`src/rtl/assert_macros.svh`:
```
// Assertion helpers shared by the RTL.
`ifndef ASSERT_MACROS_SVH
`define ASSERT_MACROS_SVH

// Condition that must hold on every rising clock edge outside reset.
`define ASSERT_ALWAYS(lbl, clk, rstn, cond) \
    lbl: assert property (@(posedge clk) disable iff (!rstn) (cond)) \
        else $error("assertion failed");

// Same-cycle implication.
`define ASSERT_IMPLIES(lbl, clk, rstn, ante, cons) \
    lbl: assert property (@(posedge clk) disable iff (!rstn) (ante) |-> (cons)) \
        else $error("assertion failed");

// Next-cycle implication.
`define ASSERT_NEXT(lbl, clk, rstn, ante, cons) \
    lbl: assert property (@(posedge clk) disable iff (!rstn) (ante) |=> (cons)) \
        else $error("assertion failed");

`endif

```
`src/rtl/elwc_pkg.sv`:
```
package elwc_pkg;

    localparam int LEN_W      = 5;
    localparam int BYTE_W     = 8;
    localparam int COUNT_W    = 32;
    localparam int PAT_BYTES  = 16;
    localparam int PADDR_W    = 5;
    localparam int PDATA_W    = 64;

    localparam logic [BYTE_W-1:0]  NEWLINE_BYTE = 8'h0A;
    localparam logic [COUNT_W-1:0] COUNT_MAX    = 32'hFFFF_FFFF;

    // Register index = paddr[4:3]
    localparam logic [1:0] REG_WORD_LOW    = 2'd0;
    localparam logic [1:0] REG_WORD_HIGH   = 2'd1;
    localparam logic [1:0] REG_WORD_LENGTH = 2'd2;

    typedef struct packed {
        logic               clear;     // stream start: zero the window first
        logic               shift;     // shift data into the window
        logic               compare;   // compare the shifted window
        logic [BYTE_W-1:0]  data;
        logic [LEN_W-1:0]   len;       // effective word length
    } win_ctrl_t;

endpackage

```
`src/rtl/elwc_in_if.sv`:
```
interface elwc_in_if;
    logic       valid;
    logic       ready;
    logic [7:0] data_byte;
    logic       stream_start;

    modport source (output valid, output data_byte, output stream_start, input ready);
    modport sink   (input valid, input data_byte, input stream_start, output ready);
endinterface

```
`src/rtl/elwc_out_if.sv`:
```
interface elwc_out_if;
    logic        valid;
    logic        ready;
    logic        match_found;
    logic [31:0] match_total;

    modport source (output valid, output match_found, output match_total, input ready);
    modport sink   (input valid, input match_found, input match_total, output ready);
endinterface

```
`src/rtl/elwc_window.sv`:
```
module elwc_window #(
    parameter int MAX_WORD = 16
) (
    input  logic                                   clk,
    input  logic                                   rst_n,
    input  elwc_pkg::win_ctrl_t                    ctrl,
    input  logic [elwc_pkg::PAT_BYTES*8-1:0]       pattern,
    output logic                                   hit
);
    import elwc_pkg::*;

    logic [BYTE_W-1:0] win_reg  [MAX_WORD];
    logic [BYTE_W-1:0] win_next [MAX_WORD];
    logic [BYTE_W-1:0] base     [MAX_WORD];
    logic [BYTE_W-1:0] pat      [MAX_WORD];
    logic              eq;

    // Pattern bytes past the register pair read as zero.
    for (genvar g = 0; g < MAX_WORD; g++) begin : g_pat
        if (g < PAT_BYTES) begin : g_used
            assign pat[g] = pattern[8*g +: 8];
        end
        else begin : g_zero
            assign pat[g] = '0;
        end
    end

    always_comb
    begin
        for (int i = 0; i < MAX_WORD; i++) begin
            base[i]     = ctrl.clear ? '0 : win_reg[i];
            win_next[i] = base[i];
            if (ctrl.shift && (LEN_W'(i) == ctrl.len - LEN_W'(1))) begin
                win_next[i] = ctrl.data;
            end
        end
        // Only the first len bytes move; the rest hold.
        for (int i = 0; i < MAX_WORD - 1; i++) begin
            if (ctrl.shift && (LEN_W'(i + 1) < ctrl.len)) begin
                win_next[i] = base[i + 1];
            end
        end
        eq = 1'b1;
        for (int i = 0; i < MAX_WORD; i++) begin
            if ((LEN_W'(i) < ctrl.len) && (win_next[i] != pat[i])) begin
                eq = 1'b0;
            end
        end
        hit = ctrl.compare && eq;
    end

    always_ff @(posedge clk or negedge rst_n)
    begin
        if (!rst_n) begin
            for (int i = 0; i < MAX_WORD; i++) begin
                win_reg[i] <= '0;
            end
        end
        else if (ctrl.shift || ctrl.clear) begin
            for (int i = 0; i < MAX_WORD; i++) begin
                win_reg[i] <= win_next[i];
            end
        end
    end

endmodule

```
`src/rtl/even_line_word_counter.sv`:
```
// An input transfer's result reaches the output register in the next cycle.
// Throughput: one byte per cycle when not stalled; the window shift, byte compare
// and count update all settle between the state registers and the result register.
// Reset (rst_n, async low): window zero, even line, block load of one byte pending,
// count zero, pattern zero, word_length 1. No clearing pass is needed.
module even_line_word_counter #(
    parameter int MAX_WORD = 16
) (
    input  logic                              clk,
    input  logic                              rst_n,
    elwc_in_if.sink                           item,
    elwc_out_if.source                        result,
    input  logic                              psel,
    input  logic                              penable,
    input  logic                              pwrite,
    input  logic [elwc_pkg::PADDR_W-1:0]      paddr,
    input  logic [elwc_pkg::PDATA_W-1:0]      pwdata,
    output logic [elwc_pkg::PDATA_W-1:0]      prdata,
    output logic                              pready
);
    import elwc_pkg::*;

    `include "assert_macros.svh"

    logic [63:0]        word_low_reg;
    logic [63:0]        word_high_reg;
    logic [LEN_W-1:0]   word_length_reg;

    logic               parity_reg,  parity_next;
    logic [LEN_W-1:0]   left_reg,    left_next;
    logic [COUNT_W-1:0] count_reg,   count_next;
    logic               out_valid_reg;
    logic               found_reg;
    logic [COUNT_W-1:0] total_reg;

    logic               accept;
    logic               cfg_write;
    logic [LEN_W-1:0]   eff_len;
    logic               base_parity;
    logic [LEN_W-1:0]   base_left;
    logic [COUNT_W-1:0] base_count;
    logic               is_nl;
    logic               hit;
    win_ctrl_t          wctrl;

    assign pready    = 1'b1;
    assign cfg_write = psel && penable && pwrite;

    always_comb
    begin
        unique case (paddr[4:3])
            REG_WORD_LOW:    prdata = word_low_reg;
            REG_WORD_HIGH:   prdata = word_high_reg;
            REG_WORD_LENGTH: prdata = {{(PDATA_W-LEN_W){1'b0}}, word_length_reg};
            default:         prdata = '0;
        endcase
    end

    always_ff @(posedge clk or negedge rst_n)
    begin
        if (!rst_n) begin
            word_low_reg    <= '0;
            word_high_reg   <= '0;
            word_length_reg <= LEN_W'(1);
        end
        else if (cfg_write) begin
            unique case (paddr[4:3])
                REG_WORD_LOW:    word_low_reg    <= pwdata;
                REG_WORD_HIGH:   word_high_reg   <= pwdata;
                REG_WORD_LENGTH: word_length_reg <= pwdata[LEN_W-1:0];
                default:         ;
            endcase
        end
    end

    always_comb
    begin
        if (word_length_reg == '0) begin
            eff_len = LEN_W'(1);
        end
        else if (word_length_reg > LEN_W'(MAX_WORD)) begin
            eff_len = LEN_W'(MAX_WORD);
        end
        else begin
            eff_len = word_length_reg;
        end
    end

    assign item.ready = !out_valid_reg || result.ready;
    assign accept     = item.valid && item.ready;

    always_comb
    begin
        base_parity = item.stream_start ? 1'b0 : parity_reg;
        base_left   = item.stream_start ? eff_len : left_reg;
        base_count  = item.stream_start ? '0 : count_reg;
        is_nl       = (item.data_byte == NEWLINE_BYTE);
        parity_next = base_parity ^ is_nl;

        wctrl.clear = accept && item.stream_start;
        wctrl.data  = item.data_byte;
        wctrl.len   = eff_len;
        if (base_left != '0) begin
            // block load: compare once on its last byte
            left_next     = base_left - LEN_W'(1);
            wctrl.shift   = accept;
            wctrl.compare = accept && (left_next == '0);
        end
        else begin
            wctrl.shift   = accept && !base_parity;
            wctrl.compare = accept && !base_parity;
            // newline ending an odd line starts a new block
            left_next     = (is_nl && base_parity) ? eff_len : '0;
        end
    end

    assign count_next = (hit && (base_count != COUNT_MAX)) ? base_count + COUNT_W'(1)
                                                           : base_count;

    elwc_window #(
        .MAX_WORD (MAX_WORD)
    ) u_window (
        .clk     (clk),
        .rst_n   (rst_n),
        .ctrl    (wctrl),
        .pattern ({word_high_reg, word_low_reg}),
        .hit     (hit)
    );

    always_ff @(posedge clk or negedge rst_n)
    begin
        if (!rst_n) begin
            parity_reg    <= 1'b0;
            left_reg      <= LEN_W'(1);
            count_reg     <= '0;
            out_valid_reg <= 1'b0;
        end
        else begin
            if (accept) begin
                parity_reg    <= parity_next;
                left_reg      <= left_next;
                count_reg     <= count_next;
                out_valid_reg <= 1'b1;
            end
            else if (result.ready) begin
                out_valid_reg <= 1'b0;
            end
        end
    end

    always_ff @(posedge clk)
    begin
        if (accept) begin
            found_reg <= hit;
            total_reg <= count_next;
        end
    end

    assign result.valid       = out_valid_reg;
    assign result.match_found = found_reg;
    assign result.match_total = total_reg;

    `ASSERT_ALWAYS(a_left_range, clk, rst_n, left_reg <= LEN_W'(MAX_WORD))
    `ASSERT_IMPLIES(a_hit_counts, clk, rst_n, out_valid_reg && found_reg, total_reg != '0)
    `ASSERT_NEXT(a_count_sat, clk, rst_n,
        accept && !item.stream_start && (count_reg == COUNT_MAX), count_reg == COUNT_MAX)
    `ASSERT_NEXT(a_odd_no_hit, clk, rst_n,
        accept && !item.stream_start && parity_reg && (left_reg == '0), !found_reg)

endmodule
```
`src/flat_wrapper.sv`:
```
// flat-port wrapper written by rule: the top's interface ports become plain ports
module even_line_word_counter_flat import elwc_pkg::*;
#(
    parameter int MAX_WORD = 16
)
  (clk, rst_n, psel, penable, pwrite, paddr, pwdata, prdata, pready, item_valid, item_data_byte, item_stream_start, item_ready, result_valid, result_match_found, result_match_total, result_ready);
  elwc_in_if item_i ();
  elwc_out_if result_i ();
  input  logic clk;
  input  logic rst_n;
  input  logic psel;
  input  logic penable;
  input  logic pwrite;
  input  logic [elwc_pkg::PADDR_W-1:0] paddr;
  input  logic [elwc_pkg::PDATA_W-1:0] pwdata;
  output logic [elwc_pkg::PDATA_W-1:0] prdata;
  output logic pready;
  input wire logic [$bits(item_i.valid)-1:0] item_valid;
  input wire logic [$bits(item_i.data_byte)-1:0] item_data_byte;
  input wire logic [$bits(item_i.stream_start)-1:0] item_stream_start;
  output wire logic [$bits(item_i.ready)-1:0] item_ready;
  output wire logic [$bits(result_i.valid)-1:0] result_valid;
  output wire logic [$bits(result_i.match_found)-1:0] result_match_found;
  output wire logic [$bits(result_i.match_total)-1:0] result_match_total;
  input wire logic [$bits(result_i.ready)-1:0] result_ready;
  assign item_i.valid = item_valid;
  assign item_i.data_byte = item_data_byte;
  assign item_i.stream_start = item_stream_start;
  assign item_ready = item_i.ready;
  assign result_valid = result_i.valid;
  assign result_match_found = result_i.match_found;
  assign result_match_total = result_i.match_total;
  assign result_i.ready = result_ready;
  even_line_word_counter #(.MAX_WORD(MAX_WORD)) u_core (.clk(clk), .rst_n(rst_n), .item(item_i), .result(result_i), .psel(psel), .penable(penable), .pwrite(pwrite), .paddr(paddr), .pwdata(pwdata), .prdata(prdata), .pready(pready));
endmodule
```
`config.mk`:
```
export PLATFORM = sky130hd
export DESIGN_NAME = even_line_word_counter_flat
export DESIGN_NICKNAME = d
export VERILOG_FILES = /design/src/rtl/elwc_pkg.sv /design/src/rtl/elwc_in_if.sv /design/src/rtl/elwc_out_if.sv /design/src/rtl/elwc_window.sv /design/src/rtl/even_line_word_counter.sv /design/src/flat_wrapper.sv
export VERILOG_INCLUDE_DIRS = /design/src /design/src/rtl
export SDC_FILE = /design/constraint.sdc
export NUM_CORES = 1
export LEC_CHECK = 0
export ABC_CLOCK_PERIOD_IN_PS = 5100
export BUFFER_PORTS_ARGS = -buffer_cell sky130_fd_sc_hd__buf_4
export CAP_MARGIN = 20
export CORE_ASPECT_RATIO = 1.5
export CORE_MARGIN = 4
export CORE_UTILIZATION = 40
export CTS_CLUSTER_DIAMETER = 150
export DETAILED_ROUTE_END_ITERATION = 16
export HOLD_SLACK_MARGIN = 0.03
export RECOVER_POWER = 25
export SETUP_SLACK_MARGIN = 0.15
export SLEW_MARGIN = 0
export SYNTH_ARGS = -nofsm -noshare
export SYNTH_HDL_FRONTEND = slang
export SYNTH_SLANG_ARGS = --single-unit
```
`constraint.sdc`:
```
create_clock -name clk -period 5.1 [get_ports clk]
set_input_delay 0.255 -clock clk [delete_from_list [all_inputs] [get_ports clk]]
set_output_delay 0.255 -clock clk [all_outputs]
set_load 0.02 [all_outputs]
```
==> impl_metrics.py <==
metrics = {
    "status": {
        "status": "finished with violations",
        "violations": "capacitance limit, slew limit",
    },
    "power": {
        "p_per_area_nw_per_um2": 384.8,
        "power_w": 0.009444,
        "power_leakage_nw": 10.93,
        "irDropWorstVdd_mv": 0.2648,
    },
    "sta": {
        "rsz0062_at_grt": "yes",
        "finalHoldViolCount": 0,
        "max_freq_mhz": 197.1,
        "fin_skew_ps": 30.25,
        "period_minus_slack_ps": 5073,
        "setup_viol": 0,
        "maxSlewViolCount": 389,
        "finalCritPeriodShare_pct": 99.48,
        "worst_pin_slew_ps": 4336,
        "relSlewSlack_pct": -189.0,
        "tns_ps": 0,
    },
    "yosys": {
        "yosys.cell_types.count": 90,
        "synth_nets": 2040,
        "synth_cells": 1950,
        "async_flop_share_pct": 90.09,
        "synth_edf_count": 33,
        "ys_ff_latch": 333,
        "avgSynthCellArea_um2": 9.827,
        "synth_area_um2": 19160,
        "synth_warnings": 0,
        "synth_top_flop_cell": "dfrtp_1",
        "synth_seq_area_share_pct": 44.36,
    },
    "routing": {
        "wl_met1_um": 26820,
        "routed-wl-met3_um": 4762,
        "dr.max_layer_used": "met4",
        "wl_per_cell_um": 25.82,
        "wl_met2_um": 37490,
        "route.detailed.drc": 0,
        "num_vias": 17940,
        "wl_um": 75120,
        "drt-pass1-iter-count": 9,
        "ant_nets": 0,
        "via_per_inst": 6.168,
        "drt_iter0_drc": 1627,
    },
    "floorplanning": {
        "num_io_pins": 185,
        "core_area_um2": 47580,
        "initial_core_util_pct": 40.28,
        "die_x_um": 186.7,
        "chipHeight_um": 276.1,
        "row_count": 98,
        "die_area_um2": 51540,
    },
    "clock_network": {
        "clkTransAtPathRegs_ps": 60,
        "clock_sinks": 333,
        "cts_made_buffers": 36,
        "cts_max_level": 2,
        "clock_path_buffers": 3,
        "clk_latency_ps": 560,
        "cts_tree": "yes",
        "cts-root-buf": "clkbuf_16",
    },
    "final_layout": {
        "antenna_cells": 0,
        "multi_input_area_um2": 10540,
        "largest_register_ffs": 128,
        "n_fill_cell": 4423,
        "area_growth_pct": 28.09,
        "register_area_um2": 8501,
        "final_nets": 2375,
        "layout-drive-gt1-share_pct": 26.55,
        "stdcell_count": 2909,
        "fin_area_um2": 24540,
        "fin_util_pct": 51.59,
    },
    "min_path": {
        "hp-class": "in -> reg",
    },
    "global_route": {
        "grtUsageTotal_pct": 28.12,
        "grt_pass1_wl_um": 113000,
        "grt_max_degree": 116,
        "grt_pass1_vias": 18560,
        "grt-ovfl-total": 0,
        "antenna_found_initial": 0,
    },
    "place": {
        "io_buffers": 180,
        "placedCellCount": 2731,
        "placed_area_um2": 21920,
        "gp_congestion": 0.9841,
        "place.detailed.hpwl_um": 52630,
    },
    "setup_path": {
        "crit_type": "reg -> reg",
        "cp-start-kind": "flip-flop",
        "critPathRequiredTime_ps": 5390,
        "critPathCaptureType": "flip-flop",
        "cp_max_fo": 7,
        "worstPathArrival_ps": 5370,
    },
    "flow_run": {
        "drv_cap": 5,
    },
}
## area by class of cell
| type | count | area share [%] |
|---|---|---|
| flip-flops and latches | 333 | 34.63 |
| repair buffers | 428 | 13.50 |
| clock buffers | 51 | 4.236 |
| multi-input cells | 1422 | 42.92 |
| clock inverters | 11 | 0.6627 |
| well taps | 600 | 3.059 |
| inverters | 64 | 0.9889 |
## cell families after synthesis
logic type	Yosys count	synth area share (%)
compound gates	434	16.65
xor+xnor	132	6.033
fa+ha+maj	5	0.3265
buf+inv	197	4.166
flops	333	44.36
mux	209	11.77
other cells	1	0.01957
simple gates	639	16.67
## report_power, final
group          switching, W  internal [W]
combinational       0.00166       0.00132
clock               0.00114       0.00162
sequential         0.000581       0.00312
## worst max-delay path, stage by stage, from the launching register on
cell and delay, ps:
dfrtp_1 360, nor3_2 50, nor2_1 130, nor2_2 60, mux2_4 280, inv_4 70, ha_4 140, or4b_4 520
buf_6 150, o2111ai_4 210, buf_6 160, nor2_4 50, a221o_1 340, xnor2_1 140, nand3_1 80, or4_4 550
a221o_1 330, nor4_2 240, buf_4 200, nand3_4 120, buf_12 180, o311a_1 310, a21o_1 150
## cells in the mapped netlist, drive strengths merged (11+ instances only)
library cell,number,share of area [%]
dfrtp,298,39
nand2,171,3.3
nor2,157,3.1
mux2,131,7.7
clkbuf,93,1.8
o21ai,91,2.4
mux2i,78,4.1
xnor2,66,3.0
xor2,66,3.0
inv,62,1.2
nand3,60,1.6
a21oi,50,1.3
and3,48,1.6
nor3,42,1.1
buf,40,1.1
a221o,36,1.9
edfxtp,33,5.2
nor2b,29,0.95
nand4,28,0.91
a31oi,25,0.82
a222oi,23,1.2
o211ai,23,0.93
o22ai,23,0.75
a22oi,22,0.86
nor4,20,0.69
or4,14,0.55
a21o,13,0.51
and2,13,0.42
a211oi,12,0.47
nand2b,12,0.39
a32oi,11,0.50
## worst paths after layout
path / from / to / slack, ps / cells past startpoint
min reg2reg: u_core.count_reg[26] / u_core.count_reg[26] / 480 / 1
max in group asynchronous: rst_n / u_core.word_high_reg[28] / 980 / 3
min in group asynchronous: rst_n / u_core.word_low_reg[57] / 1110 / 2
max reg2reg: u_core.word_length_reg[1] / u_core.result.match_total[20] / 30 / 22
min: item_data_byte[2] / u_core.u_window.win_reg[2] / 120 / 3
max: u_core.word_length_reg[1] / u_core.result.match_total[20] / 30 / 22
## metrics by stage
| stage | setup slack (ps) | hold WS, ps |
|---|---|---|
| 2_1_floorplan | 66.06 | -40.59 |
| 3_5_place_dp | -212.4 | 362.6 |
| 4_1_cts | 91.99 | 95.27 |
| 6_report | 26.63 | 118.2 |
| 5_1_grt | -179.2 | 107.1 |
| 3_3_place_gp | -224.3 | 370.7 |
## cell usage in the layout, fill, tap and decap left out, types with 47 or more instances in the layout
cell,instances
clkbuf_1,58
nor2_1,144
mux2_2,128
nand3_1,50
xnor2_1,61
xor2_1,65
mux2i_1,77
dlygate4sd3_1,65
inv_1,61
a21oi_1,47
nand2_1,168
buf_4,284
dfrtp_1,298
o21ai_0,76
## timing repair
item	4_1_cts	5_1_grt
endpoints found under the setup margin	62	64
hold buffers	65	0
resized for setup	50	76
buffers inserted	35	13
pin swaps	32	43
hold endpoints to repair	226	0
gates cloned	2	1
## per-layer routing
layer,global-route usage [%],up-vias
met5,0,-
met4,17.87,0
met3,4.534,303
met2,49.44,855
met1,31.62,8893
li1,-,7892
Note: power is estimated with default switching activity, not from simulation.
